==> config.mk <==
export PLATFORM = sky130hd
export DESIGN_NAME = gbs_front
export DESIGN_NICKNAME = d
export VERILOG_FILES = /design/src/rtl/gbs_pkg.sv /design/src/rtl/gbs_front.sv
export SDC_FILE = /design/constraint.sdc
export NUM_CORES = 1
export LEC_CHECK = 0
export BUFFER_PORTS_ARGS = -buffer_cell sky130_fd_sc_hd__buf_4
export CAP_MARGIN = 20
export CORE_AREA = 2 2 67 69
export DETAILED_ROUTE_END_ITERATION = 8
export DIE_AREA = 0 0 69 71
export GPL_ROUTABILITY_DRIVEN = 1
export PLACE_DENSITY = 0.71
export SYNTH_ARGS = -nofsm -noshare
export SYNTH_HDL_FRONTEND = slang
export SYNTH_SLANG_ARGS = --single-unit
==> constraint.sdc <==
create_clock -name clk_i -period 1.6 [get_ports clk_i]
set_input_delay 0 -clock clk_i [delete_from_list [all_inputs] [get_ports clk_i]]
set_output_delay 0 -clock clk_i [all_outputs]
set_load 0.005 [all_outputs]
==> src/rtl/gbs_pkg.sv <==
// Shared types and constants for the greedy box suppression block.
// No dependencies.
`default_nettype none
package gbs_pkg;

  localparam int unsigned MaxCandidates = 32;
  localparam int unsigned MaxKept       = 8;
  localparam logic [15:0] IouThrReset   = 16'd32768;

  typedef struct packed {
    logic [15:0] box_left;
    logic [15:0] box_top;
    logic [15:0] box_span_x;
    logic [15:0] box_span_y;
    logic [15:0] box_score;
    logic        box_present;
    logic        frame_end;
  } box_in_t;

  typedef struct packed {
    logic [15:0] kept_left;
    logic [15:0] kept_top;
    logic [15:0] kept_span_x;
    logic [15:0] kept_span_y;
    logic [15:0] kept_score;
    logic        person_found;
    logic        last_result;
  } box_out_t;

  // geom packing: {span_y, span_x, top, left}
  typedef struct packed {
    logic        store;
    logic        frame_end;
    logic [15:0] score;
    logic [63:0] geom;
  } cand_t;

endpackage
`default_nettype wire

==> src/rtl/gbs_front.sv <==
// Front end: accepts items, drops empty ones and boxes past capacity.
// Depends on gbs_pkg.
`default_nettype none
module gbs_front
  import gbs_pkg::*;
#(
  parameter int unsigned MAX_CANDIDATES = MaxCandidates
) (
  input  wire logic    clk_i,
  input  wire logic    rst_ni,
  input  wire logic    in_valid_i,
  output logic         in_ready_o,
  input  wire box_in_t in_data_i,
  input  wire logic    q_full_i,
  output logic         q_push_o,
  output cand_t        q_data_o
);
  localparam int unsigned CW = $clog2(MAX_CANDIDATES + 1);

  logic [CW-1:0] fc_q, fc_d;
  logic          acc, room;

  assign in_ready_o = !q_full_i;
  assign acc        = in_valid_i && in_ready_o;
  assign room       = (fc_q < CW'(MAX_CANDIDATES));

  always_comb begin
    q_data_o.store     = in_data_i.box_present && room;
    q_data_o.frame_end = in_data_i.frame_end;
    q_data_o.score     = in_data_i.box_score;
    q_data_o.geom      = {in_data_i.box_span_y, in_data_i.box_span_x,
                          in_data_i.box_top, in_data_i.box_left};
    q_push_o = acc && (q_data_o.store || in_data_i.frame_end);
    fc_d = fc_q;
    if (acc) begin
      if (in_data_i.frame_end) begin
        fc_d = '0;
      end else if (q_data_o.store) begin
        fc_d = fc_q + 1'b1;
      end
    end
  end

  always_ff @(posedge clk_i or negedge rst_ni) begin
    if (!rst_ni) begin
      fc_q <= '0;
    end else begin
      fc_q <= fc_d;
    end
  end
endmodule
`default_nettype wire

# == Word level (Yosys, flattened, before mapping) ==
# Index checks and enable logic that the tools add are counted.
# op_classes
n_addsub,1
n_lt_le_gt_ge,1
mux,2
reduce_logical,7
# ops
cell,n
$mux W6,2
$add A6 B1 Y6 const B,1
$lt A6 B6 Y1 const B,1
$logic_and A1 B1 Y1,3
$reduce_and A2 Y1,1
$reduce_bool A2 Y1,1
$logic_not A1 Y1,1
$logic_or A1 B1 Y1,1
# word_totals
register_bits,6
inputBits,86
output_inout_bits,84
word_cells,12

# == Logic depth before layout (Yosys ltp) ==
# Gate-level depths: netlist of the first run.
# depth
word_depth,4
depth_mapped,4
mapped_depth_nobuf,4

# == Worst setup path after synthesis of the first run ==
# Ideal clock, no wire load.
# synth_timing
path_type,flip-flop to flip-flop
from,reg fc_q[5]
to,reg fc_q[4]
setup_ps,77
arrival_time_ps,1180
t_required_ps,1523
slack_ps,343
stages_incl_launch_ff,5
n_path_buf,1
synth_period_minus_slack_ps,1257
cell_sequence,dfrtp_1 nand4bb_4 buf_6 or3_1 a21oi_1
# synth_via
elab_chain_cells,4
# synth_rtl
item,line_no,rtl
"start, declared",gbs_front.sv:20,"logic [CW-1:0] fc_q, fc_d;"
"start signal, assigned",gbs_front.sv:46,fc_q <= '0;
"start signal, assigned",gbs_front.sv:48,fc_q <= fc_d;
$lt A6 B6 Y1,gbs_front.sv:25,assign room = (fc_q < CW'(MAX_CANDIDATES));
$logic_and A1 B1 Y1,gbs_front.sv:28,q_data_o.store = in_data_i.box_present && room;
$reduce_bool A2 Y1 (no line),--,
$reduce_and A2 Y1 (no line),--,
# Every way passes these cells.
# A chain may end at the register's enable or synchronous reset.

# == Final worst setup path of the first run ==
# layout_timing
from,reg fc_q[5]
to,reg fc_q[3]
# The elaborated chain is that of the path after synthesis.

==> impl_metrics.prom, run 1 <==
# TYPE chip_impl_metric gauge
chip_impl_info{name="outcome",value="complete, no violations"} 1
chip_impl_metric{name="timing.max_cap.violations",unit=""} 0
chip_impl_info{name="critical_path.reg2reg.endpoint",value="fc_q[3]$_DFFE_PN0P_"} 1
chip_impl_metric{name="dp_slack",unit="ns"} 0.2025
chip_impl_metric{name="synth_largest_type_area_fraction",unit="%"} 63.61
chip_impl_metric{name="syn2layout_area_growth",unit="%"} -45.55
chip_impl_metric{name="final_core_util",unit="%"} 12.38
chip_impl_metric{name="final_period_minus_worst_setup_slack",unit="ns"} 1.395
chip_impl_info{name="reg.largest.list",value="fc_q: 6 flops"} 1
chip_impl_metric{name="detailroute.via_count",unit=""} 377
chip_impl_metric{name="synth_sequential_area_ratio",unit="%"} 15.71
chip_impl_metric{name="netSwitchingFraction",unit="%"} 23.92
chip_impl_metric{name="clkTransAtPathRegs",unit="ns"} 0.04
chip_impl_metric{name="cell_count_along_the_critical_path",unit=""} 3
chip_impl_metric{name="worst-path-max-fanout",unit=""} 11
chip_impl_metric{name="r2r_setup_slack",unit="ns"} 0.20
chip_impl_metric{name="cts-htree-levels",unit=""} 1
chip_impl_metric{name="design.core.area",unit="sq um"} 4204
chip_impl_metric{name="layout.nets",unit=""} 136
chip_impl_metric{name="hold_buffers",unit=""} 1
chip_impl_metric{name="worst_hold_slack",unit="ns"} 0.000002280
chip_impl_metric{name="dieArea",unit="sq um"} 4899
chip_impl_metric{name="die_y_extent",unit="microns"} 71
chip_impl_metric{name="p_int",unit="uW"} 366.9
chip_impl_info{name="rsz0062_at_grt",value="false"} 1
chip_impl_metric{name="postCtsResizedCells",unit=""} 0
chip_impl_metric{name="final-hold-violation-count",unit=""} 0
chip_impl_metric{name="layoutNonFillerInstCount",unit=""} 99
chip_impl_info{name="start_kind",value="flop"} 1
chip_impl_metric{name="drc",unit=""} 0
chip_impl_metric{name="grt_start_max_net_pins",unit=""} 12
chip_impl_metric{name="finalMaxSlewViolations",unit=""} 0
chip_impl_metric{name="number_of_antenna_violations_at_the_first_check_in_global_routing",unit=""} 0
chip_impl_metric{name="final.setup_skew",unit="ns"} 0.005538
chip_impl_metric{name="worst_vdd_rail_ir_drop",unit="mV"} 0.2421
chip_impl_info{name="crit_path_start",value="fc_q[5]$_DFFE_PN0P_"} 1
chip_impl_metric{name="ys_warn_count",unit=""} 0
chip_impl_metric{name="timing.reg2reg.worst_path_depth",unit=""} 3
chip_impl_info{name="cts_tree",value="built"} 1
chip_impl_metric{name="die_extent_in_x",unit="microns"} 69
chip_impl_metric{name="average_wire_length_per_cell_after_detail_routing",unit="microns"} 13.09
chip_impl_metric{name="worst-endpoint-arrival",unit="ns"} 1.55
chip_impl_metric{name="max-clock-path-buffers",unit=""} 2
chip_impl_metric{name="vias_per_cell",unit=""} 3.808
chip_impl_metric{name="pwr-share-seq",unit="%"} 37.8
chip_impl_metric{name="total_leakage_power",unit="nW"} 0.2134
chip_impl_metric{name="syn-cell-area",unit="sq um"} 955.9
chip_impl_metric{name="syn_area_per_cell",unit="sq um"} 8.241
chip_impl_metric{name="detail_route.first_pass.iterations",unit=""} 3
chip_impl_metric{name="synth.ff_latch_count",unit=""} 6
chip_impl_metric{name="synth.distinct_cells",unit=""} 21
chip_impl_info{name="timing.critical_path.cells",value="nand4bb_4 > or3_2 > a21oi_1"} 1
chip_impl_metric{name="worst_slew_pin_slew",unit="ns"} 0.2060
chip_impl_metric{name="clkPwrFrac",unit="%"} 47.9
chip_impl_info{name="cp_slowest_cell",value="sky130_fd_sc_hd__or3_2"} 1
chip_impl_metric{name="worst_path_largest_cell_delay",unit="ns"} 0.49
chip_impl_info{name="setup.worst_path.class",value="flop to flop"} 1
chip_impl_metric{name="number_of_global_route_vias_before_repair",unit=""} 384
chip_impl_metric{name="drive_above_1_share",unit="%"} 31.91
chip_impl_metric{name="max_slew_margin",unit="%"} 86.15
chip_impl_metric{name="globalRoute.totalOverflow",unit=""} 0
chip_impl_metric{name="antenna-diode-count",unit=""} 0
chip_impl_metric{name="drt_first_iter_violations",unit=""} 7
chip_impl_metric{name="total_switching_power",unit="uW"} 115.4
chip_impl_info{name="clockRootBuffer",value="sky130_fd_sc_hd__clkbuf_8"} 1
chip_impl_info{name="r2r_start",value="fc_q[5]$_DFFE_PN0P_"} 1
chip_impl_metric{name="power.density",unit="nW/um^2"} 926.6
chip_impl_metric{name="power",unit="uW"} 482.3
chip_impl_metric{name="number_of_sinks_handled_by_clock_tree_synthesis",unit=""} 6
chip_impl_metric{name="grtUsageTotal",unit="%"} 5.582
chip_impl_metric{name="clock_latency",unit="ns"} 0.23
chip_impl_metric{name="fin_ws",unit="ns"} 0.2049
chip_impl_metric{name="grt_first_pass_wirelength",unit="microns"} 1918
chip_impl_metric{name="synth_cells",unit=""} 116
chip_impl_info{name="worstHoldPathType",value="input pin to output port"} 1
chip_impl_metric{name="postLayoutCellArea",unit="sq um"} 520.5
chip_impl_metric{name="setup-violations-final",unit=""} 0
chip_impl_metric{name="post_cts_buffers",unit=""} 0
chip_impl_metric{name="synth_nets",unit=""} 203
chip_impl_metric{name="initial_cell_density_of_the_core",unit="%"} 22.74
chip_impl_metric{name="place_area",unit="sq um"} 469.2
chip_impl_metric{name="core.rowCount",unit=""} 24
chip_impl_info{name="ys_top_cells_by_area",value="sky130_fd_sc_hd__buf_4 (64%), sky130_fd_sc_hd__dfrtp_1 (16%), sky130_fd_sc_hd__nand4bb_4 (2.9%)"} 1
chip_impl_info{name="timing.critical_path.to",value="fc_q[3]$_DFFE_PN0P_"} 1
chip_impl_metric{name="filler_cell_count",unit=""} 487
chip_impl_info{name="setup.worst_path.end_class",value="flop"} 1
chip_impl_metric{name="power.share.combinational",unit="%"} 14.2
chip_impl_metric{name="postRouteAntennaNets",unit=""} 0
chip_impl_metric{name="top_level_ports",unit=""} 170
chip_impl_metric{name="layout_worst_path_cycle_share",unit="%"} 87.19
chip_impl_metric{name="dp.cells",unit=""} 95
chip_impl_metric{name="critical_path_required",unit="ns"} 1.75
chip_impl_metric{name="fin_setup_tns",unit="ns"} 0
chip_impl_info{name="critical_path.top_delay_family",value="simple AND/OR/NAND/NOR gates"} 1
chip_impl_metric{name="place.gp.congestion",unit=""} 0.7766
chip_impl_metric{name="peak_clock_frequency_supported_by_timing",unit="MHz"} 716.8
chip_impl_info{name="post-synth-top-area-cell",value="sky130_fd_sc_hd__buf_4"} 1
chip_impl_metric{name="cts_made_buffers",unit=""} 3
chip_impl_metric{name="largest_register_ffs",unit=""} 6
chip_impl_metric{name="critical_path_buf_inv_count",unit=""} 0
chip_impl_metric{name="drt-total-wl",unit="microns"} 1296
chip_impl_info{name="regMostFlops",value="fc_q"} 1
chip_impl_metric{name="io_buffer_count",unit=""} 9
-- routing by layer --
layer | vias to the layer above | share of wire (%) | GRT usage, %
li1 | 148 | - | -
met1 | 158 | 27 | 3.813
met2 | 33 | 35 | 5.449
met3 | 38 | 18 | 4.701
met4 | 0 | 20 | 12.85
met5 | - | 0 | 0
-- how the worst min path moves through the flow --
stage | startpoint | cells past startpoint | slack (ns) | end
finish | in_data_i[73] | 0 | 0.000002 | q_data_o[7]
global route | in_data_i[8] | 0 | 0.000007 | q_data_o[70]
CTS | in_data_i[50] | 0 | 0.00003 | q_data_o[16]
detailed placement | rst_ni | 1 | -0.18 | fc_q[4]$_DFFE_PN0P_
global placement | rst_ni | 1 | -0.19 | fc_q[4]$_DFFE_PN0P_
floorplan | rst_ni | 0 | -0.30 | fc_q[0]$_DFFE_PN0P_
-- synthesized netlist by cell type, drive strengths merged --
cell and number:
dfrtp 6, and2b 1, nand2 3, xor2 1, nand3b 1, or3 2, nor2 2, a21oi 2
ha 1, o21bai 1, nand2b 1, nand3 4, nand4bb 1, inv 2, nor4 1, o31ai 1
o21ai 3, buf 82, and3b 1
-- power by group through the flow --
stage	logic, mW	registers, mW	clock network (mW)
after floorplan	0.202	0.181	0
after global placement	0.0658	0.183	0
after detailed placement	0.0678	0.185	0
after CTS	0.0706	0.183	0.240
after global routing	0.0790	0.185	0.253
final	0.0686	0.182	0.231
-- cells in the final DEF, fill, tap and decap left out, types with 2 or more instances in the layout --
cell type,n
sky130_fd_sc_hd__a21oi_1,2
sky130_fd_sc_hd__nand2_1,3
sky130_fd_sc_hd__inv_1,2
sky130_fd_sc_hd__buf_4,9
sky130_fd_sc_hd__dfrtp_1,6
sky130_fd_sc_hd__nor2_1,2
sky130_fd_sc_hd__o21ai_0,3
sky130_fd_sc_hd__clkbuf_8,3
sky130_fd_sc_hd__nand3_1,4
-- area by class of cell --
cell class	instances	area, sq um	share of cell area [%]
multi-input combinational	26	178.9	34.38
sequential	6	150.1	28.85
timing repair buffer	10	77.57	14.90
tap	52	65.06	12.50
clock buffer	3	41.29	7.933
inverter	2	7.507	1.442
-- cells by family (layout without fill, tap and decap cells) --
group | after synthesis | in the layout | synth area share [%]
buf+inv | 84 | 15 | 65.58
flops | 6 | 6 | 15.71
compound gates | 7 | 7 | 4.189
xor+xnor | 1 | 1 | 0.9164
fa+ha+maj | 1 | 1 | 1.309
simple gates | 17 | 17 | 12.31
-- worst reg2reg max path, cell delays in order, from the launching register on --
cell and delay [ns]:
sky130_fd_sc_hd__dfrtp_1 0.38, sky130_fd_sc_hd__nand4bb_4 0.31, sky130_fd_sc_hd__or3_2 0.49, sky130_fd_sc_hd__a21oi_1 0.15
No activity file was read; power rests on OpenSTA's default activity.
==> run 2: changes to the inputs <==
--- a/config.mk
+++ b/config.mk
@@ -5,13 +5,15 @@
 export SDC_FILE = /design/constraint.sdc
 export NUM_CORES = 1
 export LEC_CHECK = 0
+export ABC_AREA = 1
 export BUFFER_PORTS_ARGS = -buffer_cell sky130_fd_sc_hd__buf_4
 export CAP_MARGIN = 20
-export CORE_AREA = 2 2 67 69
+export CORE_AREA = 2 2 66 68
 export DETAILED_ROUTE_END_ITERATION = 8
-export DIE_AREA = 0 0 69 71
+export DIE_AREA = 0 0 68 70
 export GPL_ROUTABILITY_DRIVEN = 1
-export PLACE_DENSITY = 0.71
+export GPL_TIMING_DRIVEN = 0
+export PLACE_DENSITY = 0.74
 export SYNTH_ARGS = -nofsm -noshare
 export SYNTH_HDL_FRONTEND = slang
 export SYNTH_SLANG_ARGS = --single-unit
==> run 2 against run 1 <==
Compared with the run above: sequential power barely moved; core utilization rose by 30 points; first-iteration DRC count rose by 43%; worst setup slack improved by 0.33 ns; largest cell class is now non-clock buffers; clock power fell by 6%; fmax rose by 31%.
==> impl_metrics.prom, run 2 <==
# TYPE chip_impl_metric gauge
chip_impl_info{name="ys_top_cells_by_area",value="sky130_fd_sc_hd__buf_4 (62%), sky130_fd_sc_hd__dfrtp_1 (15%), sky130_fd_sc_hd__nand3_1 (3.0%)"} 1
chip_impl_info{name="timing.critical_path.cells",value="ha_1 > xor2_1 > nand3_1 > nand2_1"} 1
chip_impl_metric{name="number_of_sinks_handled_by_clock_tree_synthesis",unit=""} 6
chip_impl_metric{name="place_area",unit="sq um"} 1718
chip_impl_metric{name="r2r_setup_slack",unit="ns"} 0.54
chip_impl_metric{name="final_core_util",unit="%"} 42.69
chip_impl_metric{name="clock_latency",unit="ns"} 0.22
chip_impl_metric{name="detailroute.via_count",unit=""} 1026
chip_impl_info{name="reg.largest.list",value="fc_q: 6 flops"} 1
chip_impl_metric{name="syn_area_per_cell",unit="sq um"} 7.693
chip_impl_metric{name="layout.nets",unit=""} 310
chip_impl_info{name="post-synth-top-area-cell",value="sky130_fd_sc_hd__buf_4"} 1
chip_impl_metric{name="io_buffer_count",unit=""} 89
chip_impl_metric{name="number_of_global_route_vias_before_repair",unit=""} 814
chip_impl_metric{name="power.share.combinational",unit="%"} 49.7
chip_impl_metric{name="grt_first_pass_wirelength",unit="microns"} 3229
chip_impl_info{name="mostFrequentLayoutCells",value="sky130_fd_sc_hd__buf_4 (170), sky130_fd_sc_hd__nand2_1 (8), sky130_fd_sc_hd__inv_1 (7)"} 1
chip_impl_metric{name="final_period_minus_worst_setup_slack",unit="ns"} 1.062
chip_impl_metric{name="netSwitchingFraction",unit="%"} 23.22
chip_impl_metric{name="drt-total-wl",unit="microns"} 2565
chip_impl_metric{name="postRouteAntennaNets",unit=""} 0
chip_impl_metric{name="cts_made_buffers",unit=""} 3
chip_impl_metric{name="p_int",unit="uW"} 601.8
chip_impl_metric{name="fin_ws",unit="ns"} 0.5379
chip_impl_info{name="r2r_start",value="fc_q[0]$_DFFE_PN0P_"} 1
chip_impl_metric{name="synth_edf_count",unit=""} 0
chip_impl_info{name="worstHoldPathType",value="input pin to asynchronous set/reset pin"} 1
chip_impl_metric{name="vias_per_cell",unit=""} 3.758
chip_impl_metric{name="largest_register_ffs",unit=""} 6
chip_impl_metric{name="syn-cell-area",unit="sq um"} 984.7
chip_impl_metric{name="synth_cells",unit=""} 128
chip_impl_metric{name="dp_slack",unit="ns"} 0.5351
chip_impl_metric{name="place.gp.congestion",unit=""} 0.7604
chip_impl_metric{name="worst-endpoint-arrival",unit="ns"} 1.16
chip_impl_metric{name="top_level_ports",unit=""} 170
chip_impl_metric{name="syn2layout_area_growth",unit="%"} 79.67
chip_impl_metric{name="cts-htree-levels",unit=""} 1
chip_impl_metric{name="grt_start_max_net_pins",unit=""} 8
chip_impl_info{name="regMostFlops",value="fc_q"} 1
chip_impl_metric{name="number_of_antenna_violations_at_the_first_check_in_global_routing",unit=""} 0
chip_impl_metric{name="setup-violations-final",unit=""} 0
chip_impl_metric{name="design.core.area",unit="sq um"} 4144
chip_impl_metric{name="core.rowCount",unit=""} 24
chip_impl_metric{name="drt_first_iter_violations",unit=""} 10
chip_impl_info{name="cts_tree",value="built"} 1
chip_impl_metric{name="die_extent_in_x",unit="microns"} 68
chip_impl_info{name="yosys_most_used_dff",value="sky130_fd_sc_hd__dfrtp_1"} 1
chip_impl_metric{name="worst_path_largest_cell_delay",unit="ns"} 0.39
chip_impl_info{name="setup.worst_path.end_class",value="flop"} 1
chip_impl_metric{name="synth.ff_latch_count",unit=""} 6
chip_impl_info{name="clockRootBuffer",value="sky130_fd_sc_hd__clkbuf_8"} 1
chip_impl_metric{name="worst_vdd_rail_ir_drop",unit="mV"} 0.1388
chip_impl_metric{name="antenna-diode-count",unit=""} 0
chip_impl_metric{name="critical_path_required",unit="ns"} 1.70
chip_impl_metric{name="postCtsResizedCells",unit=""} 0
chip_impl_metric{name="layout_worst_path_cycle_share",unit="%"} 66.38
chip_impl_metric{name="fin_setup_tns",unit="ns"} 0
chip_impl_metric{name="power.density",unit="nW/um^2"} 443.0
chip_impl_metric{name="synth_nets",unit=""} 215
chip_impl_metric{name="dp.cells",unit=""} 269
chip_impl_metric{name="drive_above_1_share",unit="%"} 83.71
chip_impl_metric{name="peak_clock_frequency_supported_by_timing",unit="MHz"} 941.5
chip_impl_metric{name="worst-path-max-fanout",unit=""} 3
chip_impl_info{name="synth_most_common_cell",value="sky130_fd_sc_hd__buf_4"} 1
chip_impl_metric{name="final-hold-violation-count",unit=""} 0
chip_impl_metric{name="worst_slew_pin_slew",unit="ns"} 0.2713
chip_impl_metric{name="initial_cell_density_of_the_core",unit="%"} 23.76
chip_impl_metric{name="clkTransAtPathRegs",unit="ns"} 0.03
chip_impl_metric{name="max-clock-path-buffers",unit=""} 2
chip_impl_metric{name="average_wire_length_per_cell_after_detail_routing",unit="microns"} 9.396
chip_impl_metric{name="total_switching_power",unit="uW"} 182.0
chip_impl_metric{name="drc",unit=""} 0
chip_impl_metric{name="timing.reg2reg.worst_path_depth",unit=""} 4
chip_impl_metric{name="ys_warn_count",unit=""} 0
chip_impl_metric{name="timing.max_cap.violations",unit=""} 0
chip_impl_info{name="cp_slowest_cell",value="sky130_fd_sc_hd__dfrtp_1"} 1
chip_impl_info{name="start_kind",value="flop"} 1
chip_impl_metric{name="dieArea",unit="sq um"} 4760
chip_impl_metric{name="final.setup_skew",unit="ns"} 0.001918
chip_impl_metric{name="finalMaxSlewViolations",unit=""} 0
chip_impl_metric{name="detail_route.first_pass.iterations",unit=""} 4
chip_impl_metric{name="pwr-share-seq",unit="%"} 22.8
chip_impl_info{name="netlist_top_cells_count",value="sky130_fd_sc_hd__buf_4 (81), sky130_fd_sc_hd__nand2_1 (8), sky130_fd_sc_hd__inv_1 (7)"} 1
chip_impl_metric{name="synth_sequential_area_ratio",unit="%"} 15.25
chip_impl_info{name="setup.worst_path.class",value="flop to flop"} 1
chip_impl_info{name="rsz0062_at_grt",value="false"} 1
chip_impl_metric{name="layoutNonFillerInstCount",unit=""} 273
chip_impl_metric{name="die_y_extent",unit="microns"} 70
chip_impl_metric{name="total_leakage_power",unit="nW"} 1.042
chip_impl_metric{name="max_slew_margin",unit="%"} 81.89
chip_impl_metric{name="postLayoutCellArea",unit="sq um"} 1769
chip_impl_metric{name="synthArstFlopShare",unit="%"} 100.0
chip_impl_metric{name="synth_largest_type_area_fraction",unit="%"} 61.75
chip_impl_info{name="outcome",value="complete, no violations"} 1
chip_impl_info{name="critical_path.reg2reg.endpoint",value="fc_q[2]$_DFFE_PN0P_"} 1
chip_impl_metric{name="grtUsageTotal",unit="%"} 9.035
chip_impl_metric{name="synth.distinct_cells",unit=""} 17
chip_impl_metric{name="globalRoute.totalOverflow",unit=""} 0
chip_impl_metric{name="place.detailed.hpwl",unit="microns"} 2392
chip_impl_info{name="layout_commonest_cell",value="sky130_fd_sc_hd__buf_4"} 1
chip_impl_metric{name="clkPwrFrac",unit="%"} 27.6
==> run 2: cell count changes in the layout (fill, tap and decap cells not counted), sizes merged, moves of 2 or more <==
| cell | change |
|---|---|
| nand3 | +4 |
| nor2 | +2 |
| or3 | -2 |
| buf | +161 |
| inv | +7 |
| nand2 | +9 |
==> run 2: cell type report <==
| class | instances | area, sq um |
|---|---|---|
| timing repair buffer | 90 | 678.2 |
| multi-input combinational | 32 | 192.7 |
| inverter | 9 | 33.78 |
| tap | 52 | 65.06 |
| fill | 416 | 2375 |
| sequential | 6 | 150.1 |
| clock buffer | 3 | 41.29 |
| buffer | 81 | 608.1 |
==> run 2: kinds of logic after synthesis <==
kind of cell / Yosys count / synth area share [%]
AND/OR/NAND/NOR: 25 / 13.34
XOR/XNOR: 1 / 0.8896
buffers and inverters: 90 / 65.18
AO/OA/AOI/OAI: 5 / 4.066
flip-flops: 6 / 15.25
adder cells (fa/ha/maj): 1 / 1.270
==> run 2: power by group through the flow <==
stage	registers, mW	logic (mW)	clock network (mW)
after global placement	0.179	0.386	0
after CTS	0.178	0.397	0.223
final	0.179	0.389	0.216
after global routing	0.180	0.423	0.234
after floorplan	0.178	0.204	0
after detailed placement	0.180	0.395	0
==> run 2: how the worst max path moves through the flow <==
stage                              startpoint                   to  slack, ns  depth (start not counted)
after detailed placement  fc_q[0]$_DFFE_PN0P_  fc_q[2]$_DFFE_PN0P_       0.54                          4
after global placement    fc_q[0]$_DFFE_PN0P_  fc_q[2]$_DFFE_PN0P_       0.55                          4
after CTS                 fc_q[0]$_DFFE_PN0P_  fc_q[2]$_DFFE_PN0P_       0.53                          4
after global routing      fc_q[1]$_DFFE_PN0P_  fc_q[4]$_DFFE_PN0P_       0.44                          5
final                     fc_q[0]$_DFFE_PN0P_  fc_q[2]$_DFFE_PN0P_       0.54                          4
after floorplan           fc_q[0]$_DFFE_PN0P_  fc_q[2]$_DFFE_PN0P_       0.59                          4
==> run 2: timing repair <==
item / CTS / global route
endpoints found under the setup margin: 0 / 0
hold endpoints to repair: 6 / 0
buffers inserted: 0 / 0
hold buffers: 1 / 0
==> run 2: worst max-delay path, delay by kind of cell, from the launching register on <==
kind	cells	cell delay [ns]
and+or+nand+nor	2	0.14
xor gates and xnor gates	1	0.17
adders and majority gates	1	0.25
DFF	1	0.39
==> run 2: routing by layer <==
| metal | vias to the layer above | GRT usage, % | part of all wire [%] |
|---|---|---|---|
| li1 | 500 | - | - |
| met1 | 423 | 6.337 | 22 |
| met2 | 101 | 17.91 | 55 |
| met3 | 2 | 3.382 | 22 |
| met4 | 0 | 6.222 | 1.3 |
| met5 | - | 0 | 0 |
==> run 2: stage by stage <==
stage	total power, mW	hold slack, ns
final	0.7837	0.1292
after global routing	0.8373	0.1514
after CTS	0.7978	0.1287
after detailed placement	0.5743	-0.1924
after global placement	0.5655	-0.1924
after floorplan	0.3817	-0.2956
