**src/rtl/gbs_pkg.sv**
```systemverilog
// Shared types and constants for the greedy box suppression block.
// No dependencies.
`default_nettype none
package gbs_pkg;

  localparam int unsigned MaxCandidates = 32;
  localparam int unsigned MaxKept       = 8;
  localparam logic [15:0] IouThrReset   = 16'd32768;

  typedef struct packed {
    logic [15:0] box_left;
    logic [15:0] box_top;
    logic [15:0] box_span_x;
    logic [15:0] box_span_y;
    logic [15:0] box_score;
    logic        box_present;
    logic        frame_end;
  } box_in_t;

  typedef struct packed {
    logic [15:0] kept_left;
    logic [15:0] kept_top;
    logic [15:0] kept_span_x;
    logic [15:0] kept_span_y;
    logic [15:0] kept_score;
    logic        person_found;
    logic        last_result;
  } box_out_t;

  // geom packing: {span_y, span_x, top, left}
  typedef struct packed {
    logic        store;
    logic        frame_end;
    logic [15:0] score;
    logic [63:0] geom;
  } cand_t;

endpackage
`default_nettype wire

```
**src/rtl/gbs_fifo.sv**
```systemverilog
// Two-entry queue of classified candidates between front and back.
// Depends on gbs_pkg.
`default_nettype none
module gbs_fifo
  import gbs_pkg::*;
(
  input  wire logic  clk_i,
  input  wire logic  rst_ni,
  input  wire logic  push_i,
  input  wire cand_t push_data_i,
  output logic       full_o,
  output logic       pop_valid_o,
  input  wire logic  pop_i,
  output cand_t      pop_data_o
);
  cand_t      mem_q [2];
  logic       wp_q, wp_d, rp_q, rp_d;
  logic [1:0] cnt_q, cnt_d;
  logic       do_push, do_pop;

  assign full_o      = (cnt_q == 2'd2);
  assign pop_valid_o = (cnt_q != 2'd0);
  assign pop_data_o  = mem_q[rp_q];
  assign do_push     = push_i && !full_o;
  assign do_pop      = pop_i && pop_valid_o;

  always_comb begin
    wp_d  = wp_q ^ do_push;
    rp_d  = rp_q ^ do_pop;
    cnt_d = cnt_q + {1'b0, do_push} - {1'b0, do_pop};
  end

  always_ff @(posedge clk_i or negedge rst_ni) begin
    if (!rst_ni) begin
      wp_q  <= 1'b0;
      rp_q  <= 1'b0;
      cnt_q <= 2'd0;
    end else begin
      wp_q  <= wp_d;
      rp_q  <= rp_d;
      cnt_q <= cnt_d;
    end
  end

  always_ff @(posedge clk_i) begin
    if (do_push) begin
      mem_q[wp_q] <= push_data_i;
    end
  end
endmodule
`default_nettype wire

```
**config.mk**
```make
export PLATFORM = sky130hd
export DESIGN_NAME = gbs_fifo
export DESIGN_NICKNAME = d
export VERILOG_FILES = /design/src/rtl/gbs_pkg.sv /design/src/rtl/gbs_fifo.sv
export SDC_FILE = /design/constraint.sdc
export NUM_CORES = 1
export LEC_CHECK = 0
export BUFFER_PORTS_ARGS = -buffer_cell sky130_fd_sc_hd__buf_2
export CORE_MARGIN = 1.5
export CORE_UTILIZATION = 50
export DETAILED_ROUTE_END_ITERATION = 10
export HOLD_SLACK_MARGIN = 0.05
export PLACE_DENSITY_LB_ADDON = 0.2
export SLEW_MARGIN = 25
export SYNTH_ARGS = -nofsm -noshare
export SYNTH_HDL_FRONTEND = slang
export SYNTH_SLANG_ARGS = --single-unit
```
**constraint.sdc**
```tcl
create_clock -name clk_i -period 6.6 [get_ports clk_i]
set_input_delay 0.99 -clock clk_i [delete_from_list [all_inputs] [get_ports clk_i]]
set_output_delay 0.99 -clock clk_i [all_outputs]
set_load 0.05 [all_outputs]
```
---- Yosys cells after proc, flatten, opt, wreduce, memory -nomap -nowiden ----
Memories as Yosys holds them, arrays and structs flattened.
Cells that the tools add are included.
W data, S select, Z words.
cells by class
  add/subtract/negate cells ............... 2
  equality and inequality tests ........... 1
  mux-type cells .......................... 2
  bitwise logic cells ..................... 2
  reduce and logical (&&, ||, !) cells .... 4
operators by type and width
  operator              number
  $add A2 B1 Y2         1
  $eq A2 B2 Y1 const B  1
  $logic_and A1 B1 Y1   2
  $mux W1               2
  $reduce_bool A2 Y1    1
  $sub A2 B1 Y2         1
  $xor A1 B1 Y1         2
  $logic_not A1 Y1      1
storage, ports and cells
  flip-flop bits (word level) ............. 4
  RAM bits ................................ 164
  input bits .............................. 86
  output and inout bits ................... 84
  logic and storage cells ................. 15
  memories kept ........................... 1
memories
  name   depth  width  rd ports  clocked after Yosys merged registers in  write ports  RTL line        source
  mem_q  2      82     1         0                                        1            gbs_fifo.sv:16  cand_t mem_q [2];

---- Logic depth before layout (Yosys ltp) ----
Gate-level depths: netlist of the first run.
  word-level depth ........................ 5
  gate-level depth with buffers ........... 7
  depth with buffers taken out ............ 7

---- Worst setup path before layout of the first run ----
Ideal clock, no wire load.
  kind .................................... input -> register
  from .................................... input port push_i
  to ...................................... memory mem_q[1][0] (netlist name), enable pin
  setup time .............................. 0.450 ns
  arrival time ............................ 3.084 ns
  slack ................................... 3.066 ns
  stages .................................. 2
  cell sequence ........................... and2_1 -> ha_1
on the way
  word-level cells in the longest chain between the ends .. 3
RTL lines
  what                           RTL line        source
  start, declared                gbs_fifo.sv:9   input wire logic push_i,
  $logic_and A1 B1 Y1            gbs_fifo.sv:24  assign do_push = push_i && !full_o;
  $mux W1                        gbs_fifo.sv:46  if (do_push) begin
  $mux W1 (implied by the code)  gbs_fifo.sv:47  mem_q[wp_q] <= push_data_i;
  end, declared                  gbs_fifo.sv:16
No other way between the ends.

==> results of run 1 <==
[how the worst max path moves through the flow]
stage / start / endpoint / slack, ps / depth (start not counted)
floorplan: push_i / mem_q[1][0]$_DFFE_PP_ / 3070 / 2
global placement: rp_q$_DFF_PN0_ / pop_data_o[81] / 3290 / 3
detailed placement: rp_q$_DFF_PN0_ / pop_data_o[81] / 3280 / 3
CTS: rp_q$_DFF_PN0_ / pop_data_o[81] / 2830 / 3
global route: rp_q$_DFF_PN0_ / pop_data_o[81] / 2750 / 3
finish: rp_q$_DFF_PN0_ / pop_data_o[81] / 2890 / 3
[cell usage after synthesis]
cell type	count	area share [%]
edfxtp_1	164	76
nand2b_1	1	0.096
nand2_1	1	0.058
and2_1	1	0.096
xor2_1	1	0.14
xnor2_1	2	0.27
ha_1	4	0.77
mux2_4	70	16
buf_6	1	0.17
mux2_2	12	2.1
inv_1	4	0.23
o21a_1	1	0.12
dfrtp_1	4	1.5
buf_12	7	2.2
or2_2	1	0.096
buf_2	1	0.077
[per-layer routing]
metal | vias to the layer above | wire, um | part of all wire, %
met1 | 1506 | 4290 | 41
li1 | 1446 | - | -
met5 | - | 12 | 0.11
met2 | 101 | 5340 | 51
met3 | 20 | 669 | 6.4
met4 | 2 | 214 | 2.0
[stage by stage]
| stage | total power (W) | hold WS, ps | setup WS [ps] |
|---|---|---|---|
| 2_1_floorplan | 0.00315 | 481 | 3070 |
| 3_3_place_gp | 0.00339 | 501 | 3290 |
| 3_5_place_dp | 0.00342 | 516 | 3280 |
| 4_1_cts | 0.00437 | 361 | 2830 |
| 5_1_grt | 0.00449 | 366 | 2750 |
| 6_report | 0.00431 | 378 | 2890 |
[power groups by stage]
stage                     clock (W)  sequential, W  combinational (W)
after CTS                  0.000967        0.00160            0.00180
after global routing        0.00100        0.00162            0.00186
after floorplan                   0        0.00154            0.00161
after global placement            0        0.00161            0.00178
final                      0.000945        0.00160            0.00177
after detailed placement          0        0.00162            0.00179
[final cells by class]
class	count	area, um^2
Fill cell	956	4610
Timing Repair Buffer	172	868
Tap cell	172	215
Inverter	4	15.0
Multi-Input combinational cell	94	1320
Sequential cell	168	5030
Clock inverter	12	133
Clock buffer	20	437
[flip-flops by register name, indices dropped and copies added, names as in the netlist]
register / cells
rp_q: 1
cnt_q: 2
wp_q: 1
mem_q: 164
[cell families (layout without fill, tap and decap cells)]
logic type,after synthesis,count (layout)
flops,168,168
mux,82,82
buf+inv,13,208
fa+ha+maj,4,4
simple gates,4,4
xor+xnor,3,3
compound gates,1,1
[worst reg2reg max path, cell delays in order, from the launching register on]
cell and delay, ps:
dfrtp_1 420, nand2b_1 130, and2_1 250, ha_4 550, buf_4 630
==> results by group, run 1 <==
Yosys
  • Synth Cell Area: 0.00649 mm^2
  • Syn nets: 365
  • Synthesis Warnings: 0
  • Simple-Gate Fraction of Synth Area: 0.347%
  • Largest family of logic cells by synthesized area: multiplexers
  • Multiplexer share of the synthesized area: 18.3%
  • Gate Count Post-Synth: 275
  • Synth Area in XOR/XNOR: 0.405%
  • Synth cell types: 16
  • Synth Area in Adders: 0.771%
  • Register bit total from synthesis: 168
  • Syn avg cell area: 23.6 um^2
  • Synth Area in Compound Gates: 0.116%
  • Sequential cell area fraction in the yosys report: 77.4%

Pwr
  • Int Power: 0.00262 W
  • Pwr Density: 538 mW/mm^2
  • Comb power frac: 41.1%
  • Worst VDD drop: 276 uV
  • Clock power share: 21.9%
  • Psw: 0.00169 W
  • Leakage: 3.21 nW
  • Sequential Power Share: 37.0%
  • Net Sw Frac: 39.2%

Critical path
  • Max stage delay on crit path: 1000 ps
  • CP startpoint kind: flip-flop
  • Crit path buffers/inverters: 2
  • Path type of the worst setup path: reg2out
  • Crit-path max FO: 49
  • Required time of the worst setup path: 5610 ps
  • CP delay by family, top: flip-flops
  • CP endpoint kind: output pin
  • Worst R2R End: mem_q[1][48]$_DFFE_PP_
  • Cell Chain, Critical Path: buf_4 -> mux2_2 -> buf_2
  • R2R Path Start: cnt_q[1]$_DFF_PN0_
  • Worst-case reg-to-reg path depth: 4
  • Reg2reg setup slack: 4250 ps
  • Crit path arrival time: 2720 ps
  • Slowest-stage cell, CP: dfrtp_4

CTS
  • CTS resizes: 0
  • CTS tree: done
  • Clk Latency, worst-skew pair: 410 ps
  • Num CTS Buffers: 17
  • H-tree levels: 4
  • Post-CTS Hold Buffers: 0
  • CTS Sinks: 168
  • CTS root buf: clkbuf_16
  • Clock Path Buffers: 2
  • Worst-path clk slew: 60 ps
  • Post-CTS setup buffers: 0

Die
  • Starting density of the core: 51.4%
  • # IOs: 170
  • Die Span X: 117 um
  • Die area: 0.0137 mm^2
  • Core ar.: 0.0126 mm^2
  • Die H: 117 um
  • Cell row count: 41

Detailed routing
  • Wire length per cell: 16.4 um
  • Vias: 3075
  • Final ANT Viol Nets: 0
  • Detailed-route wire length: 10500 um
  • DR DRC count: 0
  • Vias/cell: 4.79
  • Drt first pass iters: 4
  • DR iter-0 viols: 186

Place
  • Number of port buffers: 169
  • Placed cell count: 610
  • DP Wirelength: 6760 um
  • Area after DPL: 0.00744 mm^2
  • GPL Wtd Cong: 0.670

Layout
  • Non-Filler Instances: 642
  • Final Cell Area: 0.00801 mm^2
  • Fin util: 63.5%
  • Layout area overhead: 23.5%
  • Share of cells above drive strength 1: 59.8%
  • Diode count: 0
  • Final net count: 547
  • Most frequent cells in the layout: buf_2, edfxtp_1, mux2_4, clkbuf_16, mux2_2
  • Most common cell after layout, fill and taps aside: buf_2

STA
  • Setup TNS: 0 ps
  • Max Clk Rate: 0.269 GHz
  • Clk_skew: 5.94 ps
  • Slew Viols, Final: 0
  • Endpoints failing hold: 0
  • Worst-Margin Slew: 870 ps
  • Min Clock Period, post-route: 3710 ps
  • Slew HR: 42.0%
  • Setup Viol. Count Final: 0
  • Tcrit/Tclk final: 56.3%
  • Unrepaired setup endpoints after global routing: false

Run status
  • Outcome: finished, final reports clean

Job
  • # Max-Cap Violations: 0

GRT
  • Grt met3 use: 5.30%
  • GRT Util Overall: 15.5%
  • Initial antenna violation count: 1
  • Most Crowded Layer GR: met2
  • Met2 GRT Util: 25.7%
  • GR Util met1: 18.1%
  • Largest net degree at the start of global routing: 50
  • First-pass GRT wire length: 15200 um
  • Vias in the first global route: 3079
  • Remaining global-route overflow: 0

Min path
  • Worst min path class: in2async
Note: power is estimated with default switching activity, not from simulation.
==> inputs of run 2 (changes only) <==
--- a/config.mk
+++ b/config.mk
@@ -5,9 +5,10 @@
 export SDC_FILE = /design/constraint.sdc
 export NUM_CORES = 1
 export LEC_CHECK = 0
+export ABC_AREA = 1
 export BUFFER_PORTS_ARGS = -buffer_cell sky130_fd_sc_hd__buf_2
 export CORE_MARGIN = 1.5
-export CORE_UTILIZATION = 50
+export CORE_UTILIZATION = 47
 export DETAILED_ROUTE_END_ITERATION = 10
 export HOLD_SLACK_MARGIN = 0.05
 export PLACE_DENSITY_LB_ADDON = 0.2
==> constraint.sdc (replaced) <==
create_clock -name clk_i -period 3.14 [get_ports clk_i]
set_input_delay 0.471 -clock clk_i [delete_from_list [all_inputs] [get_ports clk_i]]
set_output_delay 0.471 -clock clk_i [all_outputs]
set_load 0.05 [all_outputs]
==> run 2 against run 1 <==
Via count grew 23%; register-to-register slack lost 3100 ps; hold slack lost 150 ps; clock skew grew 2.5 ps; first-iteration DRC count grew 0.54%; synthesized area shrank 3.4%; global-route usage grew 1.7 points; largest cell class unchanged; routed wire length grew 12%; sequential cell count is the same; highest routed layer unchanged.
==> results by group, run 2 <==
Run status
  • Outcome: finished, final reports clean (unchanged)

Yosys
  • Most frequent cells after synthesis: nand2_1, edfxtp_1, buf_6 (was edfxtp_1, mux2_4, mux2_2)
  • Synth cell types: 12 (was 16)
  • Post-synth EDFFs: 164 (unchanged)
  • Synthesis Warnings: 0 (unchanged)
  • Ys flop type: edfxtp_1 (unchanged)
  • Register bit total from synthesis: 168 (unchanged)
  • Gate Count Post-Synth: 459 (was 275)
  • Asr flop ratio synth: 2.38% (unchanged)
  • Syn avg cell area: 13.7 um^2 (was 23.6 um^2)
  • Sequential cell area fraction in the yosys report: 80.1% (was 77.4%)
  • Most common cell in the synthesized netlist: nand2_1 (was edfxtp_1)
  • Synth top area cells: edfxtp_1, nand2_1, buf_6 (was edfxtp_1, mux2_4, buf_12)
  • Syn nets: 549 (was 365)
  • Synth area leader: edfxtp_1 (unchanged)
  • Top cell type's share of synthesized area: 78.5% (was 75.9%)
  • Synth Cell Area: 0.00627 mm^2 (was 0.00649 mm^2)

Die
  • Die Span X: 119 um (was 117 um)
  • Cell row count: 42 (was 41)
  • Die H: 119 um (was 117 um)
  • Core ar.: 0.0131 mm^2 (was 0.0126 mm^2)
  • Starting density of the core: 47.7% (was 51.4%)
  • Die area: 0.0140 mm^2 (was 0.0137 mm^2)
  • # IOs: 170 (unchanged)

STA
  • Setup Viol. Count Final: 0 (unchanged)
  • Slew HR: 41.6% (was 42.0%)
  • Endpoints failing hold: 0 (unchanged)
  • Min Clock Period, post-route: 2470 ps
  • Slew Viols, Final: 0 (unchanged)
  • Setup TNS: 0 ps (unchanged)
  • Worst-Margin Slew: 876 ps (was 870 ps)
  • Unrepaired setup endpoints after global routing: false (unchanged)
  • Max Clk Rate: 0.405 GHz
  • Clk_skew: 8.45 ps (was 5.94 ps)
  • Tcrit/Tclk final: 78.6%

Critical path
  • CP startpoint kind: flip-flop (unchanged)
  • Crit path arrival time: 2000 ps (was 2720 ps)
  • CP endpoint kind: output pin (unchanged)
  • Worst-case reg-to-reg path depth: 5 (was 4)
  • Worst R2R End: mem_q[1][38]$_DFFE_PP_ (was mem_q[1][48]$_DFFE_PP_)
  • Reg2reg setup slack: 1140 ps (was 4250 ps)
  • R2R Path Start: cnt_q[1]$_DFF_PN0_ (unchanged)
  • Required time of the worst setup path: 2670 ps (was 5610 ps)
  • Critical Path Start: rp_q$_DFF_PN0_ (unchanged)
  • Crit-path max FO: 83 (was 49)
  • Path type of the worst setup path: reg2out (unchanged)
  • Critical Path End: pop_data_o[60] (was pop_data_o[81])

CTS
  • CTS tree: done (unchanged)
  • CTS Sinks: 168 (unchanged)
  • CTS root buf: clkbuf_16 (unchanged)
  • Clock Path Buffers: 2 (unchanged)
  • Post-CTS Hold Buffers: 1 (was 0)
  • CTS resizes: 0 (unchanged)
  • Clk Latency, worst-skew pair: 420 ps (was 410 ps)
  • Worst-path clk slew: 60 ps (about the same)
  • H-tree levels: 4 (unchanged)
  • Post-CTS setup buffers: 0 (unchanged)
  • Num CTS Buffers: 17 (unchanged)

GRT
  • Largest net degree at the start of global routing: 84 (was 50)
  • First-pass GRT wire length: 18000 um (was 15200 um)
  • Remaining global-route overflow: 0 (unchanged)
  • GRT Util Overall: 17.3% (was 15.5%)
  • Initial antenna violation count: 1 (unchanged)
  • Vias in the first global route: 3701 (was 3079)

Layout
  • Largest register FFs: 164 (unchanged)
  • Biggest register: mem_q (unchanged)
  • Diode count: 0 (unchanged)
  • Most common cell after layout, fill and taps aside: nand2_1 (was buf_2)
  • Most frequent cells in the layout: nand2_1, buf_2, edfxtp_1, clkbuf_16, inv_1 (was buf_2, edfxtp_1, mux2_4, clkbuf_16, mux2_2)
  • Layout area overhead: 25.0% (was 23.5%)
  • Largest regs: mem_q (164), cnt_q (2) (unchanged)
  • Share of cells above drive strength 1: 31.4% (was 59.8%)
  • Final net count: 726 (was 547)

Min path
  • Worst min path class: in2reg (was in2async)

Detailed routing
  • Final ANT Viol Nets: 0 (unchanged)
  • DR DRC count: 0 (unchanged)
  • Drt first pass iters: 4 (unchanged)
  • DR iter-0 viols: 187 (was 186)
  • Vias: 3794 (was 3075)
  • Vias/cell: 4.61 (was 4.79)
  • Detailed-route wire length: 11800 um (was 10500 um)
  • Wire length per cell: 14.3 um (was 16.4 um)

Place
  • GPL Wtd Cong: 0.714 (was 0.670)
  • DP Wirelength: 7380 um (was 6760 um)
  • Number of port buffers: 169 (unchanged)

Job
  • # Max-Cap Violations: 0 (unchanged)
run 2: layout make-up:
type                       count  area, um^2
inverter                      10        37.5
tap                          176         220
fill                        1074        5300
sequential                   168        5030
multi-input combinational    263        1050
clock buffer                  18         429
timing repair buffer         176         938
clock inverter                12         135
run 2: how the worst min path moves through the flow:
stage | from | depth (start not counted) | to | slack [ps]
floorplan | rst_ni | 0 | cnt_q[0]$_DFF_PN0_ | 180
detailed placement | rst_ni | 1 | cnt_q[0]$_DFF_PN0_ | 280
finish | push_data_i[65] | 1 | mem_q[1][65]$_DFFE_PP_ | 230
CTS | push_data_i[1] | 1 | mem_q[1][1]$_DFFE_PP_ | 220
global route | push_data_i[10] | 1 | mem_q[0][10]$_DFFE_PP_ | 220
global placement | rst_ni | 1 | cnt_q[0]$_DFF_PN0_ | 280
run 2: layer usage:
layer,up-vias,track usage [%],part of all wire [%]
met3,15,7.43,8.6
li1,1895,-,-
met4,2,7.45,1.4
met5,-,0,0.059
met2,123,28.8,50
met1,1759,19.5,40
run 2: kinds of logic (layout without fill, tap and decap cells):
logic type	after synthesis	count (layout)	synth area share, %
and+or+nand+nor	258	258	15.5
DFF	168	168	80.1
buffers and inverters	28	216	3.51
adders and majority gates	4	4	0.798
AOI/OAI and AO/OA	1	1	0.0797
run 2: worst max-delay path, stage by stage (launching register included):
cell	delay [ps]
dfrtp_2	360
buf_4	690
nand2_1	120
nand2_1	120
buf_2	270
run 2: per-stage QoR:
stage	std cells	setup slack, ps	utilization [%]	cell area (um^2)	hold slack (ps)
final	823	671	59.7	7840	232
after global routing	823	510	59.7	7840	223
after CTS	823	640	59.7	7840	221
after detailed placement	792	1040	55.3	7260	281
after global placement	792	1040	55.3	7260	281
after floorplan	459	81.9	-	6270	175
Power of run 2 is left out: the tool's default activity adds up to more than one toggle a clock period on the data nets, which glitch-free logic cannot reach.
==> inputs of run 3 (changes only) <==
--- a/config.mk
+++ b/config.mk
@@ -5,7 +5,7 @@
 export SDC_FILE = /design/constraint.sdc
 export NUM_CORES = 1
 export LEC_CHECK = 0
-export ABC_AREA = 1
+export ABC_AREA = 0
 export BUFFER_PORTS_ARGS = -buffer_cell sky130_fd_sc_hd__buf_2
 export CORE_MARGIN = 1.5
 export CORE_UTILIZATION = 47
==> constraint.sdc (replaced) <==
create_clock -name clk_i -period 2.12 [get_ports clk_i]
set_input_delay 0.318 -clock clk_i [delete_from_list [all_inputs] [get_ports clk_i]]
set_output_delay 0.318 -clock clk_i [all_outputs]
set_load 0.05 [all_outputs]
==> run 3 against run 2 <==
Routed wire length fell by 9.1%; critical path depth fell by 1; die area rose by 3.4%; register-to-register slack got worse by 610 ps; design area rose by 5.1%.
==> results by group, run 3 (synthesis gave the netlist of run 1 again) <==
Critical path
  • Crit path arrival time: 1770 ps (was 2000 ps)
  • Required time of the worst setup path: 1800 ps (was 2670 ps)
  • CP endpoint kind: output pin (unchanged)
  • CP startpoint kind: flip-flop (unchanged)
  • Slowest-stage cell, CP: dfrtp_4 (was buf_4)
  • CP delay by family, top: buffers and inverters (unchanged)
  • Path type of the worst setup path: reg2out (unchanged)
  • Crit path buffers/inverters: 2 (unchanged)
  • Reg2reg setup slack: 530 ps (was 1140 ps)
  • Cell Chain, Critical Path: buf_16 -> mux2_2 -> buf_2 (was buf_4 -> nand2_1 -> nand2_1 -> buf_2)
  • Max stage delay on crit path: 450 ps (was 690 ps)
  • Crit-path max FO: 46 (was 83)

Place
  • DP Wirelength: 7050 um (was 7380 um)
  • Number of port buffers: 169 (unchanged)
  • Setup WS pre-CTS: 448 ps (was 1040 ps)
  • Area after DPL: 0.00759 mm^2 (was 0.00726 mm^2)
  • Placed cell count: 619 (was 792)
  • GPL Wtd Cong: 0.682 (was 0.714)

Detailed routing
  • Drt first pass iters: 4 (unchanged)
  • DR iter-0 viols: 257 (was 187)
  • Detailed-route wire length: 10700 um (was 11800 um)
  • DR DRC count: 0 (unchanged)
  • Vias/cell: 4.79 (was 4.61)
  • Vias: 3125 (was 3794)
  • Final ANT Viol Nets: 0 (unchanged)
  • Wire length per cell: 16.4 um (was 14.3 um)

STA
  • Setup ws final: 30.5 ps (was 671 ps)
  • Endpoints failing hold: 0 (unchanged)
  • Min Clock Period, post-route: 2090 ps
  • Slew Viols, Final: 0 (unchanged)
  • Slew HR: 78.4% (was 41.6%)
  • Max Clk Rate: 0.479 GHz
  • Unrepaired setup endpoints after global routing: true (was false)
  • WHS: 88.4 ps (was 232 ps)
  • Tcrit/Tclk final: 98.6%
  • Setup Viol. Count Final: 0 (unchanged)
  • Worst-Margin Slew: 325 ps (was 876 ps)
  • Clk_skew: 4.36 ps (was 8.45 ps)

Die
  • Core ar.: 0.0133 mm^2 (was 0.0131 mm^2)
  • Cell row count: 42 (unchanged)
  • # IOs: 170 (unchanged)
  • Die Span X: 121 um (was 119 um)
  • Die area: 0.0145 mm^2 (was 0.0140 mm^2)
  • Starting density of the core: 48.6% (was 47.7%)
  • Die H: 121 um (was 119 um)

Pwr
  • Int Power: 0.00859 W
  • Clock power share: 23.4%
  • Psw: 0.00538 W
  • Leakage: 3.31 nW
  • Sequential Power Share: 34.0%
  • Comb power frac: 42.6%
  • Worst VDD drop: 958 uV
  • Net Sw Frac: 38.5%
  • Pwr Density: 1690 mW/mm^2

GRT
  • Initial antenna violation count: 0 (was 1)
  • Vias in the first global route: 3210 (was 3701)
  • First-pass GRT wire length: 16500 um (was 18000 um)
  • Largest net degree at the start of global routing: 47 (was 84)
  • GRT Util Overall: 15.4% (was 17.3%)
  • Remaining global-route overflow: 0 (unchanged)

Layout
  • Diode count: 0 (unchanged)
  • Biggest register: mem_q (unchanged)
  • Final net count: 553 (was 726)
  • Largest regs: mem_q (164), cnt_q (2) (unchanged)
  • FILL cells: 1028 (was 1074)
  • Most common cell after layout, fill and taps aside: buf_2 (was nand2_1)
  • Non-Filler Instances: 652 (was 823)
  • Largest register FFs: 164 (unchanged)
  • Share of cells above drive strength 1: 61.6% (was 31.4%)
  • Layout area overhead: 27.0% (was 25.0%)
  • Final Cell Area: 0.00824 mm^2 (was 0.00784 mm^2)
  • Most frequent cells in the layout: buf_2, edfxtp_1, mux2_4, clkbuf_16, mux2_2 (was nand2_1, buf_2, edfxtp_1, clkbuf_16, inv_1)

CTS
  • Post-CTS setup buffers: 0 (unchanged)
  • Num CTS Buffers: 17 (unchanged)
  • H-tree levels: 4 (unchanged)
  • CTS tree: done (unchanged)
  • Clk Latency, worst-skew pair: 410 ps (was 420 ps)
  • Worst-path clk slew: 60 ps (about the same)
  • CTS root buf: clkbuf_16 (unchanged)
  • CTS Sinks: 168 (unchanged)
  • Clock Path Buffers: 2 (unchanged)

Job
  • # Max-Cap Violations: 0 (unchanged)

Run status
  • Outcome: finished, final reports clean (unchanged)

Min path
  • Worst min path class: in2reg (unchanged)
-- run 3: area by class of cell --
class,count,area (um^2),area share (%)
clock inverters,14,205,2.49
multi-input cells,94,1320,16.0
well taps,176,220,2.67
inverters,4,15.0,0.182
repair buffers,178,1020,12.4
clock buffers,18,429,5.21
flip-flops and latches,168,5030,61.0
-- run 3: worst register-to-register path: stages, from the launching register on --
cell and delay (ps):
dfrtp_1 390, nand2b_1 150, and2_1 240, ha_4 230, buf_12 250
-- run 3: per-stage QoR --
step	total power (W)	TNS (ps)	util, %
floorplan	0.00978	-10790	-
global placement	0.0108	0	56.8
detailed placement	0.0108	0	56.8
CTS	0.0141	0	61.7
global route	0.0145	-277	61.7
finish	0.0140	0	61.7
-- run 3: final timing paths --
kind	from	endpoint	depth (start not counted)
max	rp_q$_DFF_PN0_	pop_data_o[79]	3
min	push_data_i[72]	mem_q[1][72]$_DFFE_PP_	1
max reg2reg	cnt_q[0]$_DFF_PN0_	mem_q[0][68]$_DFFE_PP_	4
min reg2reg	cnt_q[1]$_DFF_PN0_	cnt_q[1]$_DFF_PN0_	1
max in group asynchronous	rst_ni	rp_q$_DFF_PN0_	2
min in group asynchronous	rst_ni	cnt_q[0]$_DFF_PN0_	2
-- run 3: power by group through the flow --
stage / clock (W) / combinational (W) / sequential (W)
after floorplan: 0 / 0.00502 / 0.00476
after detailed placement: 0 / 0.00602 / 0.00482
after CTS: 0.00332 / 0.00604 / 0.00476
after global placement: 0 / 0.00598 / 0.00478
final: 0.00326 / 0.00595 / 0.00475
after global routing: 0.00344 / 0.00624 / 0.00482
-- run 3: what timing repair did --
item / CTS / global route
hold buffers: 1 / 0
resized for setup: 1 / 0
endpoints found under the setup margin: 2 / 12
endpoints found under the hold margin: 4 / 0
-- run 3: layer usage --
layer / track usage [%] / share of wire, %
met5: 0 / 0
met4: 7.06 / 1.7
met3: 5.28 / 6.4
met2: 25.8 / 51
met1: 17.9 / 41
